$ cat config.mk
export PLATFORM = sky130hd
export DESIGN_NAME = frame_rate_estimator_top
export DESIGN_NICKNAME = d
export VERILOG_FILES = /design/src/hw/rtl/fre_pkg.sv /design/src/hw/rtl/fre_div.sv /design/src/hw/rtl/frame_rate_estimator_top.sv
export SDC_FILE = /design/constraint.sdc
export NUM_CORES = 1
export LEC_CHECK = 0
export BUFFER_PORTS_ARGS = -buffer_cell sky130_fd_sc_hd__buf_2
export CORE_MARGIN = 5
export CORE_UTILIZATION = 65
export CTS_BUF_LIST = sky130_fd_sc_hd__clkbuf_4
export DETAILED_ROUTE_END_ITERATION = 16
export MAX_ROUTING_LAYER = met4
export PLACE_DENSITY_LB_ADDON = 0.2
export SLEW_MARGIN = 10
export SYNTH_ARGS = -nofsm -noshare
export SYNTH_HDL_FRONTEND = slang
export SYNTH_HIERARCHICAL = 1
export SYNTH_SLANG_ARGS = --single-unit
export TNS_END_PERCENT = 100
$ cat constraint.sdc
create_clock -name i_clk -period 8.21 [get_ports i_clk]
set_input_delay 1.2315 -clock i_clk [delete_from_list [all_inputs] [get_ports i_clk]]
set_output_delay 1.2315 -clock i_clk [all_outputs]
set_load 0.03 [all_outputs]
$ cat src/hw/rtl/fre_pkg.sv
// shared constants for the frame rate estimator
// no dependencies; imported by fre_div and frame_rate_estimator_top
package fre_pkg;

    localparam int RATE_W     = 32;  // Q16.16 rate width
    localparam int TIME_IN_W  = 32;  // timestamp port width
    localparam int WEIGHT_W   = 17;  // Q1.16 weight, one included
    localparam int WEIGHT_FRAC = 16;
    localparam int CFG_IDX_W  = 2;
    localparam int CFG_DATA_W = 32;
    localparam int US_W       = 20;  // bits of one million
    localparam int US_PER_SEC = 1000000;

    localparam logic [WEIGHT_W-1:0] WEIGHT_ONE = WEIGHT_W'(1) << WEIGHT_FRAC;

    // configuration register indexes
    localparam logic [CFG_IDX_W-1:0] REG_INITIAL_RATE = CFG_IDX_W'(0);
    localparam logic [CFG_IDX_W-1:0] REG_SMOOTHING    = CFG_IDX_W'(1);

    // update_status codes
    localparam logic [1:0] STAT_FIRST    = 2'd0;
    localparam logic [1:0] STAT_UPDATED  = 2'd1;
    localparam logic [1:0] STAT_REJECTED = 2'd2;

endpackage

$ cat src/hw/rtl/fre_div.sv
// bit-serial restoring divider: (1e6 << RATE_FRAC_BITS) / dt, saturated to the rate width
// depends on fre_pkg
module fre_div #(
    parameter int TIME_WIDTH     = 32,
    parameter int RATE_FRAC_BITS = 16
) (
    input  logic                      i_clk,
    input  logic                      i_rst_n,
    input  logic                      i_start,
    input  logic [TIME_WIDTH-1:0]     i_dt,
    output logic                      o_done,
    output logic [fre_pkg::RATE_W-1:0] o_quotient
);
    import fre_pkg::*;

    localparam int NUM_W = US_W + RATE_FRAC_BITS;
    localparam int CNT_W = $clog2(NUM_W + 1);
    localparam logic [NUM_W-1:0] NUMERATOR = NUM_W'(US_PER_SEC) << RATE_FRAC_BITS;

    logic                  r_busy;
    logic                  r_done;
    logic [CNT_W-1:0]      r_cnt;
    logic [NUM_W-1:0]      r_num;
    logic [TIME_WIDTH-1:0] r_dt;
    logic [TIME_WIDTH-1:0] r_rem;
    logic [RATE_W-1:0]     r_quo;
    logic                  r_sat;

    logic [TIME_WIDTH:0]   rem_sh;
    logic [TIME_WIDTH:0]   rem_sub;
    logic                  q_bit;
    logic [TIME_WIDTH-1:0] n_rem;

    always_comb begin
        rem_sh  = {r_rem, r_num[NUM_W-1]};
        rem_sub = rem_sh - {1'b0, r_dt};
        q_bit   = (rem_sh >= {1'b0, r_dt});
        n_rem   = q_bit ? rem_sub[TIME_WIDTH-1:0] : rem_sh[TIME_WIDTH-1:0];
    end

    always_ff @(posedge i_clk) begin
        if (!i_rst_n) begin
            r_busy <= 1'b0;
            r_done <= 1'b0;
            r_cnt  <= '0;
        end else begin
            r_done <= 1'b0;
            if (i_start) begin
                r_busy <= 1'b1;
                r_cnt  <= CNT_W'(NUM_W);
            end else if (r_busy) begin
                r_cnt <= r_cnt - CNT_W'(1);
                if (r_cnt == CNT_W'(1)) begin
                    r_busy <= 1'b0;
                    r_done <= 1'b1;
                end
            end
        end
    end

    always_ff @(posedge i_clk) begin
        if (i_start) begin
            r_num <= NUMERATOR;
            r_dt  <= i_dt;
            r_rem <= '0;
            r_quo <= '0;
            r_sat <= 1'b0;
        end else if (r_busy) begin
            r_num <= {r_num[NUM_W-2:0], 1'b0};
            r_rem <= n_rem;
            r_quo <= {r_quo[RATE_W-2:0], q_bit};
            // any quotient bit pushed past the top means saturation
            r_sat <= r_sat | r_quo[RATE_W-1];
        end
    end

    assign o_done     = r_done;
    assign o_quotient = r_sat ? '1 : r_quo;

`ifndef SYNTH
    a_no_restart: assert property (@(posedge i_clk) disable iff (!i_rst_n)
        i_start |-> !r_busy)
        else $error("divider started while busy");
    a_done_after_busy: assert property (@(posedge i_clk) disable iff (!i_rst_n)
        r_done |-> !r_busy && $past(r_busy))
        else $error("divider done without a run");
    a_rem_below_dt: assert property (@(posedge i_clk) disable iff (!i_rst_n)
        r_done |-> r_rem < r_dt)
        else $error("divider remainder not below divisor");
`endif

endmodule

$ cat src/hw/rtl/frame_rate_estimator_top.sv
// frame rate estimator top level: handshakes, config registers, outlier test, blend
// depends on fre_pkg and fre_div
//
// Each accepted frame_time yields one result. The first frame after reset loads the
// estimate from initial_rate and goes straight to its result; a repeated timestamp is
// rejected the same way. Any other frame runs the bit-serial divider (one quotient bit
// per cycle), then picks up the quotient and runs the outlier test, then does a
// bit-serial weight multiply, rounding and result load. An outlier leaves after the
// test. One frame is in work at a time; the next is taken once the result sits in the
// output register.
module frame_rate_estimator_top #(
    parameter int TIME_WIDTH     = 32,
    parameter int RATE_FRAC_BITS = 16,
    parameter int OUTLIER_FACTOR = 20
) (
    input  logic                            i_clk,
    input  logic                            i_rst_n,
    input  logic                            i_in_valid,
    output logic                            o_in_ready,
    input  logic [fre_pkg::TIME_IN_W-1:0]   i_frame_time,
    output logic                            o_out_valid,
    input  logic                            i_out_ready,
    output logic [fre_pkg::RATE_W-1:0]      o_rate_estimate,
    output logic [1:0]                      o_update_status,
    input  logic                            i_cfg_valid,
    output logic                            o_cfg_ready,
    input  logic [fre_pkg::CFG_IDX_W-1:0]   i_cfg_index,
    input  logic [fre_pkg::CFG_DATA_W-1:0]  i_cfg_data
);
    import fre_pkg::*;

    localparam int FACT_W = $clog2(OUTLIER_FACTOR + 1);
    localparam int PROD_W = RATE_W + FACT_W;
    localparam int ACC_W  = RATE_W + 1 + WEIGHT_W;
    localparam int MCNT_W = $clog2(WEIGHT_W + 1);
    localparam logic [PROD_W-1:0] FACTOR = PROD_W'(OUTLIER_FACTOR);
    localparam logic signed [ACC_W-1:0] HALF = ACC_W'(1) << (WEIGHT_FRAC - 1);

    typedef enum logic [6:0] {
        S_IDLE   = 7'b0000001,
        S_DIVIDE = 7'b0000010,
        S_SCALE  = 7'b0000100,
        S_CHECK  = 7'b0001000,
        S_MUL    = 7'b0010000,
        S_ROUND  = 7'b0100000,
        S_EMIT   = 7'b1000000
    } t_state;

    t_state                   r_state;
    logic                     r_have;
    logic [TIME_WIDTH-1:0]    r_prev;
    logic [RATE_W-1:0]        r_rate;
    logic [RATE_W-1:0]        r_init;
    logic [WEIGHT_W-1:0]      r_weight;
    logic [RATE_W-1:0]        r_fresh;
    logic [PROD_W-1:0]        r_lo;
    logic [PROD_W-1:0]        r_hi;
    logic signed [RATE_W:0]   r_diff;
    logic signed [ACC_W-1:0]  r_acc;
    logic [WEIGHT_W-1:0]      r_wsh;
    logic [MCNT_W-1:0]        r_mcnt;
    logic [1:0]               r_status;
    logic                     r_out_valid;
    logic [RATE_W-1:0]        r_out_rate;
    logic [1:0]               r_out_status;

    logic                     in_acc;
    logic                     out_free;
    logic [TIME_WIDTH-1:0]    now;
    logic [TIME_WIDTH-1:0]    dt;
    logic                     div_start;
    logic                     div_done;
    logic [RATE_W-1:0]        div_quo;
    logic [WEIGHT_W-1:0]      w_sat;
    logic signed [ACC_W-1:0]  n_acc;
    logic signed [ACC_W-1:0]  blend_sum;
    logic                     inside_band;

    assign o_in_ready  = (r_state == S_IDLE);
    assign o_cfg_ready = 1'b1;
    assign in_acc      = i_in_valid && o_in_ready;
    assign out_free    = !r_out_valid || i_out_ready;

    always_comb begin
        now       = TIME_WIDTH'(i_frame_time);
        dt        = now - r_prev;
        div_start = in_acc && r_have && (dt != '0);
        w_sat     = (r_weight > WEIGHT_ONE) ? WEIGHT_ONE : r_weight;
        // msb-first shift-add of weight times (fresh - old)
        n_acc     = (r_acc <<< 1) + (r_wsh[WEIGHT_W-1] ? ACC_W'(r_diff) : '0);
        blend_sum = $signed({(ACC_W-RATE_W-WEIGHT_FRAC)'(0), r_rate, WEIGHT_FRAC'(0)})
                    + r_acc + HALF;
        inside_band = (r_lo > PROD_W'(r_rate)) && (PROD_W'(r_fresh) < r_hi);
    end

    fre_div #(
        .TIME_WIDTH     (TIME_WIDTH),
        .RATE_FRAC_BITS (RATE_FRAC_BITS)
    ) u_div (
        .i_clk      (i_clk),
        .i_rst_n    (i_rst_n),
        .i_start    (div_start),
        .i_dt       (dt),
        .o_done     (div_done),
        .o_quotient (div_quo)
    );

    // configuration registers
    always_ff @(posedge i_clk) begin
        if (!i_rst_n) begin
            r_init   <= RATE_W'(655360);
            r_weight <= WEIGHT_W'(3277);
        end else if (i_cfg_valid) begin
            unique case (i_cfg_index)
                REG_INITIAL_RATE: r_init   <= i_cfg_data[RATE_W-1:0];
                REG_SMOOTHING:    r_weight <= i_cfg_data[WEIGHT_W-1:0];
                default: ;
            endcase
        end
    end

    // control
    always_ff @(posedge i_clk) begin
        if (!i_rst_n) begin
            r_state     <= S_IDLE;
            r_have      <= 1'b0;
            r_prev      <= '0;
            r_rate      <= '0;
            r_out_valid <= 1'b0;
        end else begin
            if (r_state == S_EMIT && out_free) begin
                r_out_valid <= 1'b1;
            end else if (i_out_ready) begin
                r_out_valid <= 1'b0;
            end

            unique case (r_state)
                S_IDLE: begin
                    if (in_acc) begin
                        r_prev <= now;
                        if (!r_have) begin
                            r_have   <= 1'b1;
                            r_rate   <= r_init;
                            r_status <= STAT_FIRST;
                            r_state  <= S_EMIT;
                        end else if (dt == '0) begin
                            r_status <= STAT_REJECTED;
                            r_state  <= S_EMIT;
                        end else begin
                            r_state <= S_DIVIDE;
                        end
                    end
                end
                S_DIVIDE: begin
                    if (div_done) begin
                        r_fresh <= div_quo;
                        r_state <= S_SCALE;
                    end
                end
                S_SCALE: begin
                    r_lo    <= PROD_W'(r_fresh) * FACTOR;
                    r_hi    <= PROD_W'(r_rate) * FACTOR;
                    r_state <= S_CHECK;
                end
                S_CHECK: begin
                    if (inside_band) begin
                        r_diff  <= $signed({1'b0, r_fresh}) - $signed({1'b0, r_rate});
                        r_acc   <= '0;
                        r_wsh   <= w_sat;
                        r_mcnt  <= MCNT_W'(WEIGHT_W);
                        r_state <= S_MUL;
                    end else begin
                        r_status <= STAT_REJECTED;
                        r_state  <= S_EMIT;
                    end
                end
                S_MUL: begin
                    r_acc  <= n_acc;
                    r_wsh  <= {r_wsh[WEIGHT_W-2:0], 1'b0};
                    r_mcnt <= r_mcnt - MCNT_W'(1);
                    if (r_mcnt == MCNT_W'(1)) begin
                        r_state <= S_ROUND;
                    end
                end
                S_ROUND: begin
                    r_rate   <= blend_sum[WEIGHT_FRAC +: RATE_W];
                    r_status <= STAT_UPDATED;
                    r_state  <= S_EMIT;
                end
                S_EMIT: begin
                    if (out_free) begin
                        r_state <= S_IDLE;
                    end
                end
                default: r_state <= S_IDLE;
            endcase
        end
    end

    // output register
    always_ff @(posedge i_clk) begin
        if (r_state == S_EMIT && out_free) begin
            r_out_rate   <= r_rate;
            r_out_status <= r_status;
        end
    end

    assign o_out_valid     = r_out_valid;
    assign o_rate_estimate = r_out_rate;
    assign o_update_status = r_out_status;

`ifndef SYNTH
    a_have_sticks: assert property (@(posedge i_clk) disable iff (!i_rst_n)
        !$fell(r_have))
        else $error("first-frame flag cleared outside reset");
    a_div_done_in_divide: assert property (@(posedge i_clk) disable iff (!i_rst_n)
        div_done |-> r_state == S_DIVIDE)
        else $error("divider finished outside the divide state");
    a_rate_held_on_reject: assert property (@(posedge i_clk) disable iff (!i_rst_n)
        (r_state == S_CHECK && !inside_band) |=> $stable(r_rate))
        else $error("estimate changed on a rejected sample");
    a_status_code: assert property (@(posedge i_clk) disable iff (!i_rst_n)
        o_out_valid |-> (o_update_status == STAT_FIRST || o_update_status == STAT_UPDATED
                         || o_update_status == STAT_REJECTED))
        else $error("bad update status code");
`endif

endmodule
==> results of run 1 <==
## stage by stage
stage / instances / utilization (%) / worst slack (ps) / area (um2)
5_1_grt: 4253 / 71.5 / 2760 / 34200
2_1_floorplan: 3387 / - / 795 / 31500
3_3_place_gp: 4019 / 68.0 / 2540 / 32500
4_1_cts: 4252 / 71.5 / 3270 / 34200
3_5_place_dp: 4019 / 68.0 / 2470 / 32500
6_report: 4253 / 71.5 / 3210 / 34200
## per-layer routing
layer / global-route usage, % / vias to the layer above / share of wire (%) / wire (um)
met5: - / - / 0 / 0
met4: 17.1 / 0 / 5.8 / 4880
li1: - / 12800 / - / -
met1: 35.6 / 12400 / 39 / 32900
met3: 6.21 / 285 / 5.7 / 4790
met2: 54.6 / 944 / 49 / 41000
## cells by family after synthesis
family	Yosys count	synth area share [%]
and+or+nand+nor	1088	16.5
AOI/OAI and AO/OA	913	19.0
DFF	482	39.3
adders and majority gates	362	14.6
buffers and inverters	301	3.79
xor gates and xnor gates	189	5.26
muxes	51	1.62
other	1	0.0119
## worst max-delay path by stage
stage                      from              end  slack, ps  depth (start not counted)
2_1_floorplan           i_rst_n         r_hi[10]        800                          3
3_3_place_gp   i_frame_time[15]  u_div/r_rem[27]       2540                         17
3_5_place_dp   i_frame_time[15]  u_div/r_rem[22]       2470                         17
4_1_cts             r_fresh[26]         r_acc[9]       3270                          9
5_1_grt              r_prev[15]  u_div/r_rem[22]       2760                         17
6_report            r_fresh[26]         r_acc[9]       3210                          9
## synthesized netlist by cell type, types with 13 or more instances
cell        n  area [um2]
nand4_1    36         225
mux2i_1    51         510
inv_1     191         717
nor3_1     54         270
and2_1     51         319
a31oi_1    30         188
xnor2_1   121        1060
nor2_1    263         987
nand3_1    63         315
o21a_1     37         278
nor2b_1    32         200
a311oi_1   35         307
nand3b_1   13        97.6
nand2_1   382        1430
nor4_1     18         113
o211ai_1   31         233
or2_2      46         288
o21bai_1   26         195
clkbuf_1   85         319
xor2_1     68         596
edfxtp_1  273        8200
nand2b_1   31         194
a21oi_1   307        1540
and3_1     31         194
o221ai_1   14         123
a22o_1     16         140
a21o_1    133         998
or3_1      25         156
dfxtp_1   209        4180
a211oi_1   34         255
o21ai_0   131         656
ha_1      355        4440
## where the power goes
part           leakage [nW]  internal (mW)  switching [mW]
Sequential             4.21           2.88           0.235
Clock                  1.01           1.18            1.04
Combinational          9.43          0.885            1.34
Total                  14.7           4.94            2.61
## worst reg2reg max path, delay by kind of cell (launching register included)
family,cells,cell delay [ps]
AO/OA/AOI/OAI,6,2450
buffers and inverters,1,750
AND/OR/NAND/NOR,1,510
flip-flops,1,500
adder cells (fa/ha/maj),1,360
## flip-flops by register name, summed over array words and instances (netlist names), 6 cells and up
signal and cells:
u_div/r_dt 32, r_acc 48, r_init 32, u_div/r_rem 32, u_div/r_cnt 6, r_weight 17
r_diff 33, r_rate 32, r_hi 35, r_lo 35, r_fresh 32, r_prev 32
u_div/r_quo 32, r_state 7, u_div/r_num 14, r_wsh 17, o_rate_estimate 32
## cell type report
| cell class | count | area (um2) | share of cell area [%] |
|---|---|---|---|
| well taps | 615 | 769 | 2.25 |
| repair buffers | 125 | 686 | 2.00 |
| diodes | 1 | 2.50 | 0.00731 |
| clock buffers | 188 | 1410 | 4.13 |
| multi-input cells | 2604 | 17900 | 52.5 |
| flip-flops and latches | 482 | 12400 | 36.2 |
| inverters | 193 | 724 | 2.12 |
| clock inverters | 45 | 287 | 0.837 |
==> results.ini, run 1 <==
[clocking]
cts_buffers=132
postCtsSetupBuffers=0
cts-root-buf=clkbuf_4
cts_tree=built
cts_resized=0
cts.htree.levels=4
numClockSinks=482
clk_latency_ps=970
cts_hold_buf=0
clk_pin_slew_worst_paths_ps=70
clock_path_buffers=3

[layout]
area_delta_synth_final_pct=8.73
nNetsFinal=3971
fillers=3657
mostFrequentLayoutCells=382 x nand2_1, 355 x ha_1, 305 x a21oi_1
drive_gt1_share_pct=11.6
final_common_cell=nand2_1

[die]
initial_utilization_pct=65.8
die_x_um=230
die-area_mm2=0.0529
core_area_mm2=0.0478
placementRows=80
io_pins=108
die_h_um=230

[critical_path]
critPathBufInv=1
rr_startpoint=r_fresh[26]
critPathKind=reg2reg
crit_chain=ha_1, a21o_1, a21o_1, a2111oi_0, o221ai_1, o21ai_0, nand4_1, a21oi_4, buf_4
r2r_end=r_acc[9]
slowest_stage=a2111oi_0
worst_ep_arrival_time_ps=5520
path_delay_family=compound AO/OA/AOI/OAI gates
reg2reg_depth=9
worstPathRequired_ps=8720
crit_top_cell=a21o_1
start_kind=flip-flop
reg2reg_slack_ps=3210
setup.worst_path.end_class=flip-flop
cp_max_fo=53
max_stage_delay_ps=790

[sta]
finalCritPeriodShare_pct=60.9
skew_ps=80.9
fmax_mhz=200
period_needed_ps=5000
hold-worst-slack_ps=421
setup_viol=0
tightest_slew_ps=1100
rsz0062_at_grt=false
slew_viol_final=0
fin_tns_setup_ps=0
hold_violations=0
maxSlewHeadroom_pct=26.9

[global_routing]
grt_max_degree=102
antenna_found_initial=2
grt_pass1_wl_um=134000
grt.total_usage_pct=32.0
overflow=0
grt_pass1_vias=26400

[logic_synthesis]
synth_nets=3820
ys_types=87
syn_area_per_cell_um2=9.29
synthCells=3387
synth_edf_count=273
ys_warn_count=6
async_reset_ff_share_pct=0
synth_top_flop_cell=edfxtp_1
synth_seq_area_share_pct=39.3
syn_area_mm2=0.0315
ys_ff_latch=482

[routing]
num_vias=26400
ant_nets=0
drtPass1Iterations=7
routed_wl_um=83600
drt-initial-drc-count=1774
via_per_inst=6.21
wire_per_inst_um=19.7
drc_errors=0

[run]
max_cap_violations=0

[hold_path]
min_to=o_update_status[0]
holdPathStages=0
hp-start=r_status[0]
min_path_type=reg2reg

[power_and_ir_drop]
finalPower_mw=7.56
ir_drop_uv=230
powerDensity_mw_per_mm2=221
leakage_nw=14.7

[placed_design]
dp_hpwl_um=62200
routabilityCongestion=0.979
port_buffers=106

[run_status]
run_status=finished clean

No activity file was read; power rests on OpenSTA's default activity.
==> run 2, diff against run 1 <==
--- a/config.mk
+++ b/config.mk
@@ -5,9 +5,10 @@
 export SDC_FILE = /design/constraint.sdc
 export NUM_CORES = 1
 export LEC_CHECK = 0
+export ABC_AREA = 1
 export BUFFER_PORTS_ARGS = -buffer_cell sky130_fd_sc_hd__buf_2
 export CORE_MARGIN = 5
-export CORE_UTILIZATION = 65
+export CORE_UTILIZATION = 59
 export CTS_BUF_LIST = sky130_fd_sc_hd__clkbuf_4
 export DETAILED_ROUTE_END_ITERATION = 16
 export MAX_ROUTING_LAYER = met4
==> constraint.sdc (replaced) <==
create_clock -name i_clk -period 4.6 [get_ports i_clk]
set_input_delay 0.69 -clock i_clk [delete_from_list [all_inputs] [get_ports i_clk]]
set_output_delay 0.69 -clock i_clk [all_outputs]
set_load 0.03 [all_outputs]
==> results.ini, run 2 <==
[critical_path]
crit_top_cell=nand2_1
rr_startpoint=r_wsh[16]
critPathBufInv=3
worst_ep_arrival_time_ps=4640
critPathKind=reg2reg
slowest_stage=edfxtp_1
worstPathRequired_ps=5490
cp_max_fo=12
start_kind=flip-flop
crit_start=r_wsh[16]
path_delay_family=simple AND/OR/NAND/NOR gates
crit_chain=nand2_1, inv_1, ha_1, inv_1, fa_1, inv_1, nand3_1, nand2_1, a21boi_1, o21ai_1, nand2_1, nand3_1, nand2_1, nand2_1, nand2_1, o311ai_1, o21ai_0, a21oi_1
max_stage_delay_ps=660
setup.worst_path.end_class=flip-flop

[placed_design]
dp_hpwl_um=79900
post-place-cells=5454
pre_cts_ws_ps=651
port_buffers=106
routabilityCongestion=1.03

[die]
die-area_mm2=0.0632
die_h_um=251
io_pins=108
initial_utilization_pct=59.6
placementRows=88
die_x_um=251
core_area_mm2=0.0577

[sta]
maxSlewHeadroom_pct=19.8
fmax_mhz=267
hold-worst-slack_ps=82.0
setup_viol=0
tightest_slew_ps=1200
hold_violations=0
fin_ws_ps=851
period_needed_ps=3750
slew_viol_final=0
skew_ps=65.2
rsz0062_at_grt=false
finalCritPeriodShare_pct=81.5
fin_tns_setup_ps=0

[power_and_ir_drop]
leakage_nw=18.5
ir_drop_uv=311
powerDensity_mw_per_mm2=358

[routing]
routed_wl_um=104000
drt-initial-drc-count=2630
via_per_inst=5.58
wire_per_inst_um=18.1
num_vias=32200
drc_errors=0
ant_nets=0
drtPass1Iterations=7

[clocking]
cts-root-buf=clkbuf_4
clock_path_buffers=3
clk_pin_slew_worst_paths_ps=60
cts.htree.levels=4
clk_latency_ps=1070
cts_tree=built
postCtsSetupBuffers=0
cts_buffers=135
numClockSinks=482

[logic_synthesis]
ys_ff_latch=482
synth_most_common_cell=nand2_1
synth_seq_area_share_pct=36.0
synth_edf_count=273
async_reset_ff_share_pct=0
synth_nets=5074
synthCells=4641
synth_top_cell_by_area=edfxtp_1
ys_warn_count=6
syn_area_mm2=0.0344
synth_commonest_cells=1017 x nand2_1, 725 x inv_1, 515 x nor2_1
ys_types=61
syn_area_per_cell_um2=7.41
synth_top_flop_cell=edfxtp_1
synthTopCellsByArea=edfxtp_1 24%, ha_1 13%, dfxtp_1 12%, nand2_1 11%, inv_1 7.9%
yosys.area.top_type_share_pct=23.8

[layout]
mostFrequentLayoutCells=1017 x nand2_1, 724 x inv_1, 511 x nor2_1
fin_util_pct=66.5
area_delta_synth_final_pct=11.5
final_common_cell=nand2_1
nNetsFinal=5324
reg.largest.list=r_acc (48), r_hi (35), r_lo (35)
drive_gt1_share_pct=9.44
fillers=5147
final_cells=5776
largest_reg_flops=48
regMostFlops=r_acc

[global_routing]
grt_max_degree=95
grt_pass1_wl_um=162000
grt_pass1_vias=30500
overflow=0
antenna_found_initial=6
grt.total_usage_pct=33.1

[run]
max_cap_violations=0

[hold_path]
hp-start=i_out_ready
min_path_type=in2reg

[run_status]
run_status=finished clean

run 2: routing by layer:
layer  GRT usage (%)  part of all wire (%)
met1            39.4                    41
met2            53.1                    46
met3            6.17                   6.6
met4            18.8                   6.3
met5               -                     0
run 2: worst min-delay path, cell delays in order:
cell and delay (ps):
buf_2 110, nor2_1 80, inv_1 100, a21oi_1 70
run 2: repair_timing:
action	CTS	global route
endpoints found under the setup margin	0	0
gates resized for setup	0	0
endpoints found under the hold margin	83	0
hold buffers	65	0
run 2: through the flow:
stage | total power, mW | cell area (um2)
finish | 13.7 | 38300
global route | 14.6 | 38300
CTS | 13.8 | 38300
detailed placement | 9.39 | 35800
global placement | 9.35 | 35800
floorplan | 8.32 | 34400
run 2: kinds of logic (layout without fill, tap and decap cells):
| group | count (synthesis) | in the layout | synth area share (%) |
|---|---|---|---|
| compound gates | 888 | 888 | 14.4 |
| other cells | 1 | 13 | 0.0109 |
| xor+xnor | 131 | 131 | 3.33 |
| buf+inv | 830 | 1188 | 9.25 |
| flops | 482 | 482 | 36.0 |
| simple gates | 1947 | 1947 | 23.7 |
| fa+ha+maj | 362 | 362 | 13.3 |
run 2: final timing paths:
check / end / slack (ps) / depth (start not counted)
max: r_acc[41] / 850 / 18
min: o_out_valid / 80 / 4
max reg2reg: r_acc[41] / 850 / 18
min reg2reg: o_update_status[0] / 430 / 0
run 2: final cells by class:
type	count	area, um2	area share (%)
flip-flops and latches	482	12400	32.3
well taps	765	957	2.50
repair buffers	203	1450	3.77
diodes	12	30.0	0.0783
clock buffers	214	1610	4.19
inverters	740	2790	7.27
clock inverters	31	263	0.685
multi-input cells	3329	18900	49.2
run 2: where the power goes:
part	internal (mW)	leakage [nW]	switching, mW
Combinational	1.35	13.2	2.58
Sequential	5.13	4.25	0.372
Clock	2.34	1.10	1.96
